<file path="src/rtl/tcwe_pkg.sv">
package tcwe_pkg;

   localparam int SCREEN_COLUMNS_DEF = 80;
   localparam int SCREEN_ROWS_DEF    = 25;

   // working widths for window edge arithmetic (left + width, top + height)
   localparam int COL_MW = 9;
   localparam int ROW_MW = 7;

   localparam int REQ_TDATA_W = 24;
   localparam int RSP_TDATA_W = 48;
   localparam int CSR_INDEX_W = 3;
   localparam int CSR_DATA_W  = 8;

   localparam logic [7:0] BLANK_CHAR = 8'h20;

   localparam logic [6:0] LEFT_RST   = 7'd0;
   localparam logic [4:0] TOP_RST    = 5'd0;
   localparam logic [6:0] WIDTH_RST  = 7'd80;
   localparam logic [4:0] HEIGHT_RST = 5'd25;
   localparam logic [6:0] HTAB_RST   = 7'd8;
   localparam logic [4:0] VTAB_RST   = 5'd1;
   localparam logic [7:0] ATTR_RST   = 8'd7;

   typedef enum logic [3:0] {
      ACT_WRITE      = 4'd0,
      ACT_WRITE_DOWN = 4'd1,
      ACT_BEL        = 4'd2,
      ACT_BS         = 4'd3,
      ACT_HT         = 4'd4,
      ACT_LF         = 4'd5,
      ACT_VT         = 4'd6,
      ACT_CR         = 4'd7,
      ACT_DEL        = 4'd8,
      ACT_MOVE       = 4'd9,
      ACT_NOP        = 4'd10
   } action_type;

   typedef enum logic [CSR_INDEX_W-1:0] {
      CFG_WINDOW_LEFT   = 3'd0,
      CFG_WINDOW_TOP    = 3'd1,
      CFG_WINDOW_WIDTH  = 3'd2,
      CFG_WINDOW_HEIGHT = 3'd3,
      CFG_TAB_COLUMNS   = 3'd4,
      CFG_TAB_ROWS      = 3'd5,
      CFG_TEXT_ATTR     = 3'd6
   } cfg_index_type;

   typedef enum logic [2:0] {
      OP_NONE = 3'd0,
      OP_ADV  = 3'd1,
      OP_LF   = 3'd2,
      OP_BS   = 3'd3,
      OP_CR   = 3'd4,
      OP_MOVE = 3'd5
   } op_type;

   typedef struct packed {
      logic   load;       // capture the request, clear the result record
      logic   rec;        // record the cell at the cursor before op
      logic   rec_blank;  // recorded cell gets a space
      logic   bell;
      op_type op;
      logic   publish;    // move record and cursor into the response register
   } cmd_type;

   typedef struct packed {
      logic [3:0] action;
      logic [6:0] tab_count;
   } status_type;

endpackage

</file>
<file path="src/rtl/tcwe_ctrl.sv">
module tcwe_ctrl (
   input  logic                clock,
   input  logic                reset,
   input  logic                req_tvalid,
   output logic                req_tready,
   output logic                rsp_tvalid,
   input  logic                rsp_tready,
   input  tcwe_pkg::status_type status,
   output tcwe_pkg::cmd_type    cmd
);
   import tcwe_pkg::*;

   typedef enum logic [2:0] {
      ST_IDLE,
      ST_STEP1,
      ST_STEP2,
      ST_STEP3,
      ST_LOOP,
      ST_DONE
   } state_type;

   state_type  state_ff, state_in;
   logic [6:0] cnt_ff, cnt_in;
   logic       rsp_valid_ff, rsp_valid_in;
   logic       out_free;
   logic       is_tab;

   assign out_free   = !rsp_valid_ff || rsp_tready;
   assign req_tready = (state_ff == ST_IDLE);
   assign rsp_tvalid = rsp_valid_ff;
   assign is_tab     = (status.action == ACT_HT) || (status.action == ACT_VT);

   always_comb begin
      cmd    = '0;
      cmd.op = OP_NONE;
      case (state_ff)
         ST_IDLE: begin
            cmd.load = req_tvalid;
         end
         ST_STEP1: begin
            case (status.action)
               ACT_WRITE: begin
                  cmd.rec = 1'b1;
                  cmd.op  = OP_ADV;
               end
               ACT_WRITE_DOWN: begin
                  cmd.rec = 1'b1;
                  cmd.op  = OP_LF;
               end
               ACT_BEL:  cmd.bell = 1'b1;
               ACT_BS:   cmd.op = OP_BS;
               ACT_LF:   cmd.op = OP_LF;
               ACT_CR:   cmd.op = OP_CR;
               ACT_DEL:  cmd.op = OP_BS;
               ACT_MOVE: cmd.op = OP_MOVE;
               default:  cmd.op = OP_NONE;
            endcase
         end
         ST_STEP2: begin
            // DEL: blank the cell, then advance (may wrap a line)
            cmd.rec       = 1'b1;
            cmd.rec_blank = 1'b1;
            cmd.op        = OP_ADV;
         end
         ST_STEP3: begin
            cmd.op = OP_BS;
         end
         ST_LOOP: begin
            if (cnt_ff != 7'd0) begin
               cmd.op = (status.action == ACT_HT) ? OP_ADV : OP_LF;
            end
         end
         ST_DONE: begin
            cmd.publish = out_free;
         end
         default: cmd.op = OP_NONE;
      endcase
   end

   always_comb begin
      state_in     = state_ff;
      cnt_in       = cnt_ff;
      rsp_valid_in = rsp_valid_ff;
      if (rsp_tready) begin
         rsp_valid_in = 1'b0;
      end
      case (state_ff)
         ST_IDLE: begin
            if (req_tvalid) begin
               state_in = ST_STEP1;
            end
         end
         ST_STEP1: begin
            if (is_tab) begin
               cnt_in   = status.tab_count;
               state_in = ST_LOOP;
            end else if (status.action == ACT_DEL) begin
               state_in = ST_STEP2;
            end else begin
               state_in = ST_DONE;
            end
         end
         ST_STEP2: state_in = ST_STEP3;
         ST_STEP3: state_in = ST_DONE;
         ST_LOOP: begin
            if (cnt_ff == 7'd0) begin
               state_in = ST_DONE;
            end else begin
               cnt_in = cnt_ff - 7'd1;
            end
         end
         ST_DONE: begin
            if (out_free) begin
               rsp_valid_in = 1'b1;
               state_in     = ST_IDLE;
            end
         end
         default: state_in = ST_IDLE;
      endcase
   end

   always_ff @(posedge clock) begin
      if (reset) begin
         state_ff     <= ST_IDLE;
         cnt_ff       <= 7'd0;
         rsp_valid_ff <= 1'b0;
      end else begin
         state_ff     <= state_in;
         cnt_ff       <= cnt_in;
         rsp_valid_ff <= rsp_valid_in;
      end
   end

endmodule

</file>
<file path="src/rtl/tcwe_datapath.sv">
module tcwe_datapath #(
   parameter int SCREEN_COLUMNS = tcwe_pkg::SCREEN_COLUMNS_DEF,
   parameter int SCREEN_ROWS    = tcwe_pkg::SCREEN_ROWS_DEF
) (
   input  logic                                clock,
   input  logic                                reset,
   input  logic [tcwe_pkg::REQ_TDATA_W-1:0]    req_tdata,
   output logic [tcwe_pkg::RSP_TDATA_W-1:0]    rsp_tdata,
   input  logic                                csr_wr_en,
   input  logic [tcwe_pkg::CSR_INDEX_W-1:0]    csr_index,
   input  logic [tcwe_pkg::CSR_DATA_W-1:0]     csr_wr_data,
   input  tcwe_pkg::cmd_type                   cmd,
   output tcwe_pkg::status_type                status
);
   import tcwe_pkg::*;

   localparam int CW  = $clog2(SCREEN_COLUMNS);
   localparam int RW  = $clog2(SCREEN_ROWS);
   localparam int CHW = CW + 1;
   localparam int RHW = RW + 1;

   function automatic logic [CW-1:0] col_sat(input logic [6:0] v);
      if (COL_MW'(v) > COL_MW'(SCREEN_COLUMNS - 1)) begin
         return CW'(SCREEN_COLUMNS - 1);
      end
      return CW'(v);
   endfunction

   function automatic logic [RW-1:0] row_sat(input logic [4:0] v);
      if (ROW_MW'(v) > ROW_MW'(SCREEN_ROWS - 1)) begin
         return RW'(SCREEN_ROWS - 1);
      end
      return RW'(v);
   endfunction

   // configuration
   logic [6:0] left_ff, left_in, width_ff, width_in, htab_ff, htab_in;
   logic [4:0] top_ff, top_in, height_ff, height_in, vtab_ff, vtab_in;
   logic [7:0] attr_ff, attr_in;
   logic       home;

   // window edges, refreshed every cycle from the configuration
   logic [CW-1:0]  col_lo_ff;
   logic [CHW-1:0] col_hi_ff;
   logic [RW-1:0]  row_lo_ff;
   logic [RHW-1:0] row_hi_ff;
   logic [6:0]     col_span;
   logic [4:0]     row_span;
   logic [COL_MW-1:0] col_end;
   logic [ROW_MW-1:0] row_end;

   // captured request
   logic [3:0] action_ff;
   logic [7:0] char_ff;
   logic [6:0] tcol_ff;
   logic [4:0] trow_ff;

   // cursor
   logic [CW-1:0] cur_col_ff, cur_col_in;
   logic [RW-1:0] cur_row_ff, cur_row_in;

   // result record
   logic          rec_valid_ff;
   logic [7:0]    rec_char_ff;
   logic [7:0]    rec_attr_ff;
   logic [CW-1:0] rec_col_ff;
   logic [RW-1:0] rec_row_ff;
   logic          bell_ff;
   logic          merr_ff;

   logic [RSP_TDATA_W-1:0] rsp_data_ff;

   logic [CHW-1:0] col_p1;
   logic [RHW-1:0] row_p1;
   logic [RW-1:0]  lf_row;
   logic           adv_wrap;
   logic           move_in;

   assign status.action    = action_ff;
   assign status.tab_count = (action_ff == ACT_HT) ? htab_ff : 7'(vtab_ff);

   always_comb begin
      left_in   = left_ff;
      top_in    = top_ff;
      width_in  = width_ff;
      height_in = height_ff;
      htab_in   = htab_ff;
      vtab_in   = vtab_ff;
      attr_in   = attr_ff;
      home      = 1'b0;
      if (csr_wr_en) begin
         case (csr_index)
            CFG_WINDOW_LEFT: begin
               left_in = csr_wr_data[6:0];
               home    = 1'b1;
            end
            CFG_WINDOW_TOP: begin
               top_in = csr_wr_data[4:0];
               home   = 1'b1;
            end
            CFG_WINDOW_WIDTH: begin
               width_in = csr_wr_data[6:0];
               home     = 1'b1;
            end
            CFG_WINDOW_HEIGHT: begin
               height_in = csr_wr_data[4:0];
               home      = 1'b1;
            end
            CFG_TAB_COLUMNS: htab_in = csr_wr_data[6:0];
            CFG_TAB_ROWS:    vtab_in = csr_wr_data[4:0];
            CFG_TEXT_ATTR:   attr_in = csr_wr_data;
            default:         home    = 1'b0;
         endcase
      end
   end

   always_comb begin
      col_span = (width_ff == 7'd0) ? 7'd1 : width_ff;
      row_span = (height_ff == 5'd0) ? 5'd1 : height_ff;
      col_end  = COL_MW'(col_sat(left_ff)) + COL_MW'(col_span);
      row_end  = ROW_MW'(row_sat(top_ff)) + ROW_MW'(row_span);
   end

   always_ff @(posedge clock) begin
      col_lo_ff <= col_sat(left_ff);
      row_lo_ff <= row_sat(top_ff);
      col_hi_ff <= (col_end > COL_MW'(SCREEN_COLUMNS)) ? CHW'(SCREEN_COLUMNS) : CHW'(col_end);
      row_hi_ff <= (row_end > ROW_MW'(SCREEN_ROWS)) ? RHW'(SCREEN_ROWS) : RHW'(row_end);
   end

   always_comb begin
      col_p1   = CHW'(cur_col_ff) + CHW'(1);
      row_p1   = RHW'(cur_row_ff) + RHW'(1);
      adv_wrap = (col_p1 >= col_hi_ff);
      lf_row   = (row_p1 >= row_hi_ff) ? row_lo_ff : RW'(row_p1);
      move_in  = (COL_MW'(tcol_ff) >= COL_MW'(col_lo_ff)) &&
                 (COL_MW'(tcol_ff) <  COL_MW'(col_hi_ff)) &&
                 (ROW_MW'(trow_ff) >= ROW_MW'(row_lo_ff)) &&
                 (ROW_MW'(trow_ff) <  ROW_MW'(row_hi_ff));

      cur_col_in = cur_col_ff;
      cur_row_in = cur_row_ff;
      case (cmd.op)
         OP_ADV: begin
            if (adv_wrap) begin
               cur_col_in = col_lo_ff;
               cur_row_in = lf_row;
            end else begin
               cur_col_in = CW'(col_p1);
            end
         end
         OP_LF: cur_row_in = lf_row;
         OP_BS: begin
            if (cur_col_ff > col_lo_ff) begin
               cur_col_in = cur_col_ff - CW'(1);
            end
         end
         OP_CR: cur_col_in = col_lo_ff;
         OP_MOVE: begin
            if (move_in) begin
               cur_col_in = CW'(tcol_ff);
               cur_row_in = RW'(trow_ff);
            end
         end
         default: cur_col_in = cur_col_ff;
      endcase
      // new window geometry homes the cursor
      if (home) begin
         cur_col_in = col_sat(left_in);
         cur_row_in = row_sat(top_in);
      end
   end

   always_ff @(posedge clock) begin
      if (reset) begin
         left_ff    <= LEFT_RST;
         top_ff     <= TOP_RST;
         width_ff   <= WIDTH_RST;
         height_ff  <= HEIGHT_RST;
         htab_ff    <= HTAB_RST;
         vtab_ff    <= VTAB_RST;
         attr_ff    <= ATTR_RST;
         cur_col_ff <= col_sat(LEFT_RST);
         cur_row_ff <= row_sat(TOP_RST);
      end else begin
         left_ff    <= left_in;
         top_ff     <= top_in;
         width_ff   <= width_in;
         height_ff  <= height_in;
         htab_ff    <= htab_in;
         vtab_ff    <= vtab_in;
         attr_ff    <= attr_in;
         cur_col_ff <= cur_col_in;
         cur_row_ff <= cur_row_in;
      end
   end

   always_ff @(posedge clock) begin
      if (cmd.load) begin
         action_ff    <= req_tdata[3:0];
         char_ff      <= req_tdata[11:4];
         tcol_ff      <= req_tdata[18:12];
         trow_ff      <= req_tdata[23:19];
         rec_valid_ff <= 1'b0;
         rec_char_ff  <= 8'd0;
         rec_attr_ff  <= 8'd0;
         rec_col_ff   <= '0;
         rec_row_ff   <= '0;
         bell_ff      <= 1'b0;
         merr_ff      <= 1'b0;
      end else begin
         if (cmd.rec) begin
            rec_valid_ff <= 1'b1;
            rec_char_ff  <= cmd.rec_blank ? BLANK_CHAR : char_ff;
            rec_attr_ff  <= attr_ff;
            rec_col_ff   <= cur_col_ff;
            rec_row_ff   <= cur_row_ff;
         end
         if (cmd.bell) begin
            bell_ff <= 1'b1;
         end
         if (cmd.op == OP_MOVE && !move_in) begin
            merr_ff <= 1'b1;
         end
      end
   end

   always_ff @(posedge clock) begin
      if (cmd.publish) begin
         rsp_data_ff <= {5'd0, merr_ff, bell_ff, 5'(cur_row_ff), 7'(cur_col_ff),
                         5'(rec_row_ff), 7'(rec_col_ff), rec_attr_ff, rec_char_ff,
                         rec_valid_ff};
      end
   end

   assign rsp_tdata = rsp_data_ff;

endmodule

</file>
<file path="src/rtl/text_window_cursor_engine_unit.sv">
// Channel   Ports                          Payload
// request   req_tvalid/req_tready/tdata    action, char_code, target_column, target_row
// response  rsp_tvalid/rsp_tready/tdata    write cell, cursor position, bell, move_error
// config    csr_wr_en/csr_index/wr_data    register write, no read-back
//
// One item at a time: a new request is accepted only after the previous item has been
// published. DEL runs a back-up, a blank-and-advance and a back-up step, and HT and VT
// run one cursor step per cycle in the datapath.
// Reset clears the configuration to its defaults and homes the cursor to (0, 0).
// A waiting response does not block the next request; it holds in the output
// register and only the publish step of the following item waits for it to drain.
module text_window_cursor_engine_unit #(
   parameter int SCREEN_COLUMNS = tcwe_pkg::SCREEN_COLUMNS_DEF,
   parameter int SCREEN_ROWS    = tcwe_pkg::SCREEN_ROWS_DEF
) (
   input  logic                             clock,
   input  logic                             reset,
   input  logic                             req_tvalid,
   output logic                             req_tready,
   // action[3:0], char_code[11:4], target_column[18:12], target_row[23:19]
   input  logic [tcwe_pkg::REQ_TDATA_W-1:0] req_tdata,
   output logic                             rsp_tvalid,
   input  logic                             rsp_tready,
   // write_valid[0], write_char[8:1], write_attr[16:9], write_column[23:17],
   // write_row[28:24], cursor_column[35:29], cursor_row[40:36], bell[41],
   // move_error[42], zero fill above
   output logic [tcwe_pkg::RSP_TDATA_W-1:0] rsp_tdata,
   input  logic                             csr_wr_en,
   input  logic [tcwe_pkg::CSR_INDEX_W-1:0] csr_index,
   input  logic [tcwe_pkg::CSR_DATA_W-1:0]  csr_wr_data
);
   import tcwe_pkg::*;

   cmd_type    cmd;
   status_type status;

   tcwe_ctrl u_ctrl (
      .clock      (clock),
      .reset      (reset),
      .req_tvalid (req_tvalid),
      .req_tready (req_tready),
      .rsp_tvalid (rsp_tvalid),
      .rsp_tready (rsp_tready),
      .status     (status),
      .cmd        (cmd)
   );

   tcwe_datapath #(
      .SCREEN_COLUMNS (SCREEN_COLUMNS),
      .SCREEN_ROWS    (SCREEN_ROWS)
   ) u_datapath (
      .clock       (clock),
      .reset       (reset),
      .req_tdata   (req_tdata),
      .rsp_tdata   (rsp_tdata),
      .csr_wr_en   (csr_wr_en),
      .csr_index   (csr_index),
      .csr_wr_data (csr_wr_data),
      .cmd         (cmd),
      .status      (status)
   );

endmodule

</file>
<file path="config.mk">
export PLATFORM = sky130hd
export DESIGN_NAME = text_window_cursor_engine_unit
export DESIGN_NICKNAME = d
export VERILOG_FILES = /design/src/rtl/tcwe_pkg.sv /design/src/rtl/tcwe_ctrl.sv /design/src/rtl/tcwe_datapath.sv /design/src/rtl/text_window_cursor_engine_unit.sv
export SDC_FILE = /design/constraint.sdc
export NUM_CORES = 1
export LEC_CHECK = 0
export ABC_AREA = 1
export BUFFER_PORTS_ARGS = -buffer_cell sky130_fd_sc_hd__buf_2
export CORE_AREA = 2 2 156 158
export CTS_CLUSTER_SIZE = 14
export DETAILED_ROUTE_END_ITERATION = 6
export DIE_AREA = 0 0 158 160
export MAX_ROUTING_LAYER = met4
export PLACE_DENSITY_LB_ADDON = 0.2
export REMOVE_ABC_BUFFERS = 1
export SLEW_MARGIN = 20
export SYNTH_ARGS = -nofsm -noshare
export SYNTH_HDL_FRONTEND = slang
export SYNTH_SLANG_ARGS = --single-unit
</file>
<file path="constraint.sdc">
create_clock -name clock -period 6.1 [get_ports clock]
set_input_delay 0.305 -clock clock [delete_from_list [all_inputs] [get_ports clock]]
set_output_delay 0.305 -clock clock [all_outputs]
set_load 0.01 [all_outputs]
</file>
# Yosys cells after proc, flatten, opt, wreduce, memory -nomap -nowiden
# Index checks and enable logic that the tools add are counted.
# classes
n_lt_le_gt_ge,13
n_mux,57
n_eq_ne,33
addsub,6
reduce_logical,31
# ops
cell,n
$mux W7,14
$mux W5,11
$pmux W7 S4,1
$eq A3 B3 Y1 const B,7
$eq A3 B2 Y1 const B,6
$mux W3,6
$pmux W3 S6,1
$mux W1,17
$eq A4 B3 Y1 const B,4
$pmux W3 S5,1
$pmux W5 S3,1
$gt A7 B7 Y1 const B,2
$logic_not A7 Y1,2
$pmux W7 S2,1
$sub A7 B1 Y7 const B,2
$pmux W3 S4,1
$reduce_and A3 Y1,4
$gt A5 B5 Y1 const B,2
$reduce_and A2 Y1,5
$eq A3 B1 Y1 const B,3
$gt A9 B7 Y1 const B,1
$ne A3 B1 Y1 const B,3
$add A7 B1 Y8 const B,1
$add A7 B7 Y8,1
other kinds (30),43
# word_totals
in_bits,40
elab_cells,168
reg_bits,191
out_inout_bits,50

# Logic depth before layout (Yosys ltp)
# Gate-level depths: netlist of the first run.
# depth
word_depth,8
ltp_mapped,22
ltp_nobuf,20

# Hierarchy
# From an unflattened synthesis of the first run, not the netlist that was laid out.
# hier_totals
hier_cells,1154
hier_area_um2,9481.6
# by_module_without_submodules
module,seq_area_each_um2,instances,area_per_inst_um2,cells_each
tcwe_datapath,4274.1,1,8605.8,1006
tcwe_ctrl,220.2,1,875.8,148

# Worst setup path after synthesis of the first run
# Ideal clock, no wire load.
# synth_timing
path_type,register to register
start,register u_ctrl.state_ff[1]
end,register u_datapath.rsp_data_ff[0] (netlist: u_datapath.rsp_tdata[0]) (enable)
arrival_time_ps,2312
t_required_ps,5657
path_buffers,0
path_stages_with_launch,4
setup_slack_ps,3344
synth_period_minus_slack_ps,2756
path_cell_list,dfxtp_1 inv_1 nand3_1 nor2_1
# synth_lines
element,line_no,text
start: declaration,tcwe_ctrl.sv:22,"state_type state_ff, state_in;"
start signal: assignment,tcwe_ctrl.sv:128,state_ff <= state_in;
end signal: assignment,tcwe_datapath.sv:230,"rsp_data_ff <= {5'd0, merr_ff, bell_ff, 5'(cur_row_ff), 7'(cur_col_ff),"
end: declaration,tcwe_datapath.sv:71,logic [RSP_TDATA_W-1:0] rsp_data_ff;

# Worst setup path in the final report of the first run
# layout_timing
start,register u_datapath.cur_col_ff[2]
end,register u_datapath.cur_row_ff[0]
# layout_between
elab_chain_len,4
# layout_lines
element,line_no,text
start: declaration,tcwe_datapath.sv:59,"logic [CW-1:0] cur_col_ff, cur_col_in;"
start signal: assignment,tcwe_datapath.sv:183,cur_col_ff <= col_sat(LEFT_RST);
start signal: assignment,tcwe_datapath.sv:193,cur_col_ff <= cur_col_in;
$add A7 B1 Y8,tcwe_datapath.sv:132,col_p1 = CHW'(cur_col_ff) + CHW'(1);
$ge A8 B8 Y1,tcwe_datapath.sv:134,adv_wrap = (col_p1 >= col_hi_ff);
$ne A3 B1 Y1 (no line),-,
$reduce_and A3 Y1 (no line),-,
end signal: assignment,tcwe_datapath.sv:184,cur_row_ff <= row_sat(TOP_RST);
end signal: assignment,tcwe_datapath.sv:194,cur_row_ff <= cur_row_in;
end: declaration,tcwe_datapath.sv:60,"logic [RW-1:0] cur_row_ff, cur_row_in;"
# Every way passes these cells.
# A chain may end at the register's enable or synchronous reset.

==> out/qor.txt, run 1 <==
slowest stage delay, CP -> 0.54 ns
peak fanout along the critical path -> 11
Sw Ratio -> 0.366
CTS Root Cell -> clkbuf_16
Final ANT Viol Nets -> 0
Comb power frac -> 0.287
Post-CTS Hold Buffers -> 0
Clk pwr share -> 0.288
Routed WL -> 21,300 um
Vias -> 7,280
fin crit share -> 0.508
Post-Place Setup Slack -> 3.07 ns
switching power -> 1.45 mW
endpoints failing setup -> 0
Avg Inst Size Synth -> 8.29 um^2
vias in the first global route -> 6,699
clock buffer depth -> 2
clk_lat worst skew -> 0.44 ns
Nets -> 1,293
All-Layer GR Usage -> 0.180
H-Tree Depth -> 4
family with the most delay on the worst path -> simple AND/OR/NAND/NOR gates
PD cells -> 374 nW/um^2
worst reg2reg setup slack -> 3.00 ns
Clock Skews -> 0.0110 ns
Fmax achieved -> 322 MHz
post-CTS setup buffer count -> 0
CP endpoint -> u_datapath.cur_row_ff[0]
First-pass DRT Iterations -> 5
worst r2r src -> u_datapath.cur_col_ff[2]
FFs w/ async S/R, synth -> 0
Post-synth EDFFs -> 67
global-route wire length before repair -> 34,600 um
DR iter-0 viols -> 435
HPWL Detailed -> 15,900 um
initial antenna violation count -> 1
Initial Util -> 0.390
area delta synth->final -> 14.3%
# port buffers -> 84
worst r2r path cells -> 15
# fillers -> 2,414
Core Region -> 23,800 um^2
min Tclk post-route -> 3.10 ns
total internal power -> 2.52 mW
Stages on worst setup path -> 15
RSZ-0062 raised after global routing -> no
Slowest cell on crit path -> dfxtp_1
clk sinks -> 191
Max rail drop VDD -> 0.342 mV
status -> complete, no violations
wire per inst -> 13.9 um
Non-Filler Instances -> 1,530
Critical Path RT -> 6.43 ns
routed vias/inst -> 4.76
max cap viols -> 0
reg-to-reg critical path endpoint -> u_datapath.cur_row_ff[0]
hold depth -> 1
total grt overflow -> 0
Row Count -> 57
clk slew on worst S/H paths -> 0.08 ns
sequential share of power -> 0.425
post-route setup slack -> 3.00 ns
synthesized instance count -> 1,122
YS warnings -> 0
Critical Path End Type -> flip-flop
cell total after placement -> 1,497
CTS resizes -> 0
die height -> 160 um
final hold viol count -> 0
DRC Markers -> 0
CP Class -> flip-flop to flip-flop
element type at the critical path start -> flip-flop
full die area -> 25,300 um^2
synthesized cell area -> 9300 um^2
Netlist cell types -> 47
Tightest Hold Check Type -> input pin to flip-flop
largest net degree at the start of global routing -> 44
Die Wd -> 158 um
predominant post-synthesis flop cell -> dfxtp_1
CP bufs+invs -> 2
crit path launch -> u_datapath.cur_col_ff[2]
CP arrival -> 3.43 ns
io pins -> 90
RePlAce Congestion -> 0.875
post-synthesis sequential area ratio -> 0.483
slew margin rel. -> 0.300
Num CTS Buffers -> 17
Setup TNS -> 0 ns
Final Slew Violations -> 0
leakage power -> 4.92 nW
fraction of layout cells with a size suffix above 1 -> 0.129
Seq cells post-synth -> 191
worst-margin pin slew -> 1.05 ns
CTS tree -> yes
Pwr Total -> 3.97 mW
crit-path cells -> nand3_1 -> nor3_1 -> xor2_1 -> inv_1 -> ha_1 -> nand2_1 -> a21oi_1 -> nor2_1 -> nand3_1 -> inv_1 -> nor2_1 -> o21ai_4 -> nand3_1 -> nand2_1 -> nor2_1
logic make-up (layout without fill, tap and decap cells):
kind of cell / after synthesis / count (layout) / synth area share
flops: 191 / 191 / 0.483
compound gates: 204 / 204 / 0.121
simple gates: 444 / 444 / 0.207
buf+inv: 198 / 275 / 0.0834
other cells: 1 / 8 / 0.000403
fa+ha+maj: 61 / 61 / 0.0837
xor+xnor: 23 / 23 / 0.0217
worst min path at each step:
stage                               startpoint                      end
after floorplan           u_datapath.top_ff[3]  u_datapath.row_lo_ff[3]
after global placement    u_datapath.top_ff[4]  u_datapath.row_lo_ff[4]
after detailed placement  u_datapath.top_ff[3]  u_datapath.row_lo_ff[3]
after CTS                         req_tdata[5]    u_datapath.char_ff[1]
after global routing              req_tdata[6]    u_datapath.char_ff[2]
final                             req_tdata[4]    u_datapath.char_ff[0]
power by group through the flow:
stage | sequential (mW) | combinational (mW) | clock [mW]
2_1_floorplan | 1.70 | 0.814 | 0
3_3_place_gp | 1.72 | 1.14 | 0
3_5_place_dp | 1.72 | 1.14 | 0
4_1_cts | 1.69 | 1.15 | 1.18
5_1_grt | 1.72 | 1.32 | 1.23
6_report | 1.69 | 1.14 | 1.14
cell usage in the layout (no fill, tap or decap), types with 3 or more instances in the layout:
master	n
nand2_1	205
nand3_1	67
inv_2	9
nand3_2	3
xor2_1	16
nand2_2	7
nand3b_1	5
inv_1	142
a21oi_1	88
edfxtp_1	67
clkbuf_16	17
inv_8	3
nor3_1	8
nand4_1	15
dfxtp_1	124
o21ai_0	75
xnor2_1	7
nor2_4	3
buf_4	4
buf_2	84
clkinv_1	4
conb_1	7
a21o_1	4
o21ai_1	5
or2_2	5
o211ai_1	14
nor2_1	118
inv_6	3
ha_1	59
clkinv_8	6
o21a_1	3
final cells by class:
cell class                 instances  area (um^2)  area share
inverter                         155          582      0.0548
clock buffer                      17          425      0.0400
multi-input combinational        739         4070       0.383
tap                              324          405      0.0382
clock inverter                    15          199      0.0187
timing repair buffer              88          450      0.0424
antenna                            1         2.50    0.000236
sequential                       191         4490       0.423
stage by stage:
stage                      util  cell area (um^2)  hold WS (ns)
final                     0.446             10600        0.0313
after global routing      0.446             10600       0.00579
after CTS                 0.446             10600        0.0102
after detailed placement  0.420             10000         0.374
after global placement    0.420             10000         0.370
after floorplan               -              9130         0.355
flip-flops by register name, indices dropped and copies added (netlist names), 6 cells and up:
signal / count
u_datapath.rsp_tdata: 43
u_datapath.attr_ff: 8
u_datapath.char_ff: 8
u_datapath.col_hi_ff: 8
u_datapath.rec_attr_ff: 8
u_datapath.rec_char_ff: 8
u_ctrl.cnt_ff: 7
u_datapath.col_lo_ff: 7
u_datapath.cur_col_ff: 7
u_datapath.htab_ff: 7
u_datapath.left_ff: 7
u_datapath.rec_col_ff: 7
u_datapath.tcol_ff: 7
u_datapath.width_ff: 7
u_datapath.row_hi_ff: 6
cells in the mapped netlist (2+ instances only):
cell type | count | area [um^2]
nand2_1 | 205 | 769
inv_1 | 142 | 533
dfxtp_1 | 124 | 2480
nor2_1 | 120 | 450
a21oi_1 | 88 | 440
o21ai_0 | 75 | 375
edfxtp_1 | 67 | 2010
nand3_1 | 67 | 335
ha_1 | 59 | 738
clkbuf_1 | 31 | 116
xor2_1 | 16 | 140
nand4_1 | 15 | 93.8
o211ai_1 | 14 | 105
inv_2 | 9 | 33.8
nor3_1 | 8 | 40.0
nand2_2 | 7 | 43.8
xnor2_1 | 7 | 61.3
buf_2 | 5 | 25.0
buf_4 | 5 | 37.5
nand3b_1 | 5 | 37.5
o21ai_1 | 5 | 25.0
or2_2 | 5 | 31.3
a21o_1 | 4 | 30.0
clkinv_1 | 4 | 15.0
nand3_2 | 3 | 30.0
o21a_1 | 3 | 22.5
a211oi_1 | 2 | 15.0
fa_1 | 2 | 40.0
nand2_4 | 2 | 22.5
nor2_2 | 2 | 12.5
nor4_1 | 2 | 12.5
o21bai_1 | 2 | 15.0
o22ai_1 | 2 | 12.5
o31ai_1 | 2 | 15.0
routing by layer:
| layer | vias up | part of all wire | GRT usage |
|---|---|---|---|
| met2 | 186 | 0.45 | 0.278 |
| met3 | 24 | 0.046 | 0.0334 |
| met4 | 0 | 0.019 | 0.0536 |
| met5 | - | 0 | - |
| met1 | 3241 | 0.48 | 0.242 |
| li1 | 3829 | - | - |
No activity file was read; power rests on OpenSTA's default activity.
==> inputs of run 2 (changes only) <==
clock period = 3.2 ns   (was 6.1 ns; I/O delays follow)
==> run 2 against run 1 <==
  * Cell area grew 3.0%
  * Sequential share of layout area shrank 1.2 points
  * Worst setup slack lost 2.6 ns
  * First-iteration DRC count grew 7.8%
  * Largest cell class unchanged
  * Cell count grew 1.8%
  * Non-clock buffer count grew 29
  * Combinational power grew 94%
  * Clock skew shrank 0.00076 ns
  * Power grew 95%
==> out/qor.txt, run 2 (synthesized netlist as in run 1, its figures left out) <==
global-route wire length before repair -> 35,700 um (+3.1%)
switching power -> 2.87 mW (+97%)
PD cells -> 707 nW/um^2 (+89%)
Clk pwr share -> 0.299 (+0.011)
Vias -> 7,412 (+1.8%)
RSZ-0062 raised after global routing -> no
Fmax achieved -> 352 MHz (+9.2%)
peak fanout along the critical path -> 10 (-1)
clk_lat worst skew -> 0.45 ns (about the same)
Row Count -> 57 (unchanged)
Final ANT Viol Nets -> 0 (unchanged)
First-pass DRT Iterations -> 5 (unchanged)
endpoints failing setup -> 0 (unchanged)
largest net degree at the start of global routing -> 44 (unchanged)
slowest stage delay, CP -> 0.49 ns (-0.05 ns)
vias in the first global route -> 7,106 (+6.1%)
Sw Ratio -> 0.370 (+0.00476)
crit-path cells -> inv_1 -> nor3_2 -> xor2_1 -> inv_1 -> ha_1 -> nand2_1 -> a21oi_1 -> nor2_1 -> nand3_1 -> inv_1 -> nor2_1 -> o21ai_4 -> nand3_1 -> nand2_1 -> nor2_1
Routed WL -> 21,800 um (+2.3%)
Clock Skews -> 0.0102 ns (-0.000763 ns)
Nets -> 1,322 (+2.2%)
Antenna Cells -> 0 (-1)
# fillers -> 2,390 (-0.99%)
wire per inst -> 14.0 um (+0.50%)
most frequent cells in the layout -> nand2_1 (205), inv_1 (142), dfxtp_1 (124), nor2_1 (118), a21oi_1 (88)
slew margin rel. -> 0.516 (+0.216)
clock buffer depth -> 2 (unchanged)
Pwr Total -> 7.74 mW (+95%)
Comb power frac -> 0.285 (-0.002)
element type at the critical path start -> flip-flop
worst-margin pin slew -> 0.726 ns (-0.322 ns)
Die Wd -> 158 um (unchanged)
Core Region -> 23,800 um^2 (unchanged)
Max rail drop VDD -> 0.411 mV (+20%)
clk sinks -> 191 (unchanged)
fin crit share -> 0.887 (+0.379)
commonest non-fill, non-tap cell in the layout -> nand2_1
status -> complete, no violations
Slowest cell on crit path -> dfxtp_1
area delta synth->final -> 17.7%
CTS tree -> yes
total internal power -> 4.87 mW (+93%)
io pins -> 90 (unchanged)
min Tclk post-route -> 2.84 ns (-0.262 ns)
sequential share of power -> 0.416 (-0.009)
Final Slew Violations -> 0 (unchanged)
max FFs per register -> 43 (unchanged)
Num CTS Buffers -> 17 (unchanged)
DRC Markers -> 0 (unchanged)
leakage power -> 5.06 nW (+2.8%)
Critical Path RT -> 3.54 ns (-2.89 ns)
# port buffers -> 84 (unchanged)
CP arrival -> 3.18 ns (-0.25 ns)
max cap viols -> 0 (unchanged)
Initial Util -> 0.390 (unchanged)
initial antenna violation count -> 0 (-1)
die height -> 160 um (unchanged)
HPWL Detailed -> 16,100 um (+1.8%)
DR iter-0 viols -> 469 (+7.8%)
routed vias/inst -> 4.76 (about the same)
CP Class -> flip-flop to flip-flop
RePlAce Congestion -> 0.905 (+3.5%)
fraction of layout cells with a size suffix above 1 -> 0.129 (+0.000219)
register area -> 4490 um^2 (unchanged)
clk slew on worst S/H paths -> 0.09 ns (about the same)
final hold viol count -> 0 (unchanged)
total grt overflow -> 0 (unchanged)
full die area -> 25,300 um^2 (unchanged)
CTS Root Cell -> clkbuf_16
H-Tree Depth -> 4 (unchanged)
Setup TNS -> 0 ns (unchanged)
Critical Path End Type -> flip-flop
post-CTS setup buffer count -> 0 (unchanged)
multi-input logic area -> 4070 um^2 (+0.12%)
All-Layer GR Usage -> 0.187 (+0.00653)
Tightest Hold Check Type -> input pin to flip-flop
-- run 2: critical path, delay by kind of cell (launching register included) --
family	cells	cell delay, ns
AO/OA/AOI/OAI	2	0.32
XOR/XNOR	1	0.24
adder cells (fa/ha/maj)	1	0.28
buffers and inverters	3	0.40
flip-flops	1	0.49
AND/OR/NAND/NOR	8	0.99
-- run 2: worst paths after layout --
check                                         startpoint                        to  slack [ns]  depth (start not counted)
worst max-delay path            u_datapath.cur_col_ff[3]  u_datapath.cur_row_ff[3]        0.36                         15
worst max register to register  u_datapath.cur_col_ff[3]  u_datapath.cur_row_ff[3]        0.36                         15
worst min-delay path                          rsp_tready         u_ctrl.rsp_tvalid        0.02                          4
worst min register to register      u_datapath.top_ff[4]   u_datapath.row_lo_ff[4]        0.38                          0
-- run 2: through the flow --
step	utilization	setup slack (ns)	hold WS, ns	cells	area, um^2
detailed placement	0.421	0.359	0.338	1500	10000
global placement	0.421	0.423	0.337	1500	10000
global route	0.460	0.0181	0.0365	1558	10900
CTS	0.459	0.318	0.00525	1558	10900
floorplan	-	0.115	0.229	1085	9130
finish	0.460	0.361	0.0174	1558	10900
-- run 2: timing repair --
action | CTS | global route
hold buffers | 26 | 0
hold endpoints to repair | 26 | 0
setup endpoints to repair | 0 | 7
resized for setup | 0 | 1
-- run 2: power groups by stage --
stage / logic, mW / registers, mW / clock network (mW)
2_1_floorplan: 1.55 / 3.24 / 0
3_3_place_gp: 2.17 / 3.27 / 0
3_5_place_dp: 2.19 / 3.28 / 0
4_1_cts: 2.23 / 3.22 / 2.37
5_1_grt: 2.57 / 3.27 / 2.45
6_report: 2.21 / 3.22 / 2.31
-- run 2: area by class of cell --
cell class | instances | area share
clock inverters | 15 | 0.0215
flip-flops and latches | 191 | 0.411
well taps | 324 | 0.0370
multi-input cells | 739 | 0.372
inverters | 155 | 0.0531
clock buffers | 17 | 0.0389
repair buffers | 117 | 0.0670
-- run 2: per-layer routing --
layer / track usage / up-vias / share of wire
met4: 0.0680 / 0 / 0.027
li1: - / 3887 / -
met5: - / - / 0
met2: 0.290 / 176 / 0.45
met1: 0.242 / 3309 / 0.48
met3: 0.0372 / 40 / 0.045
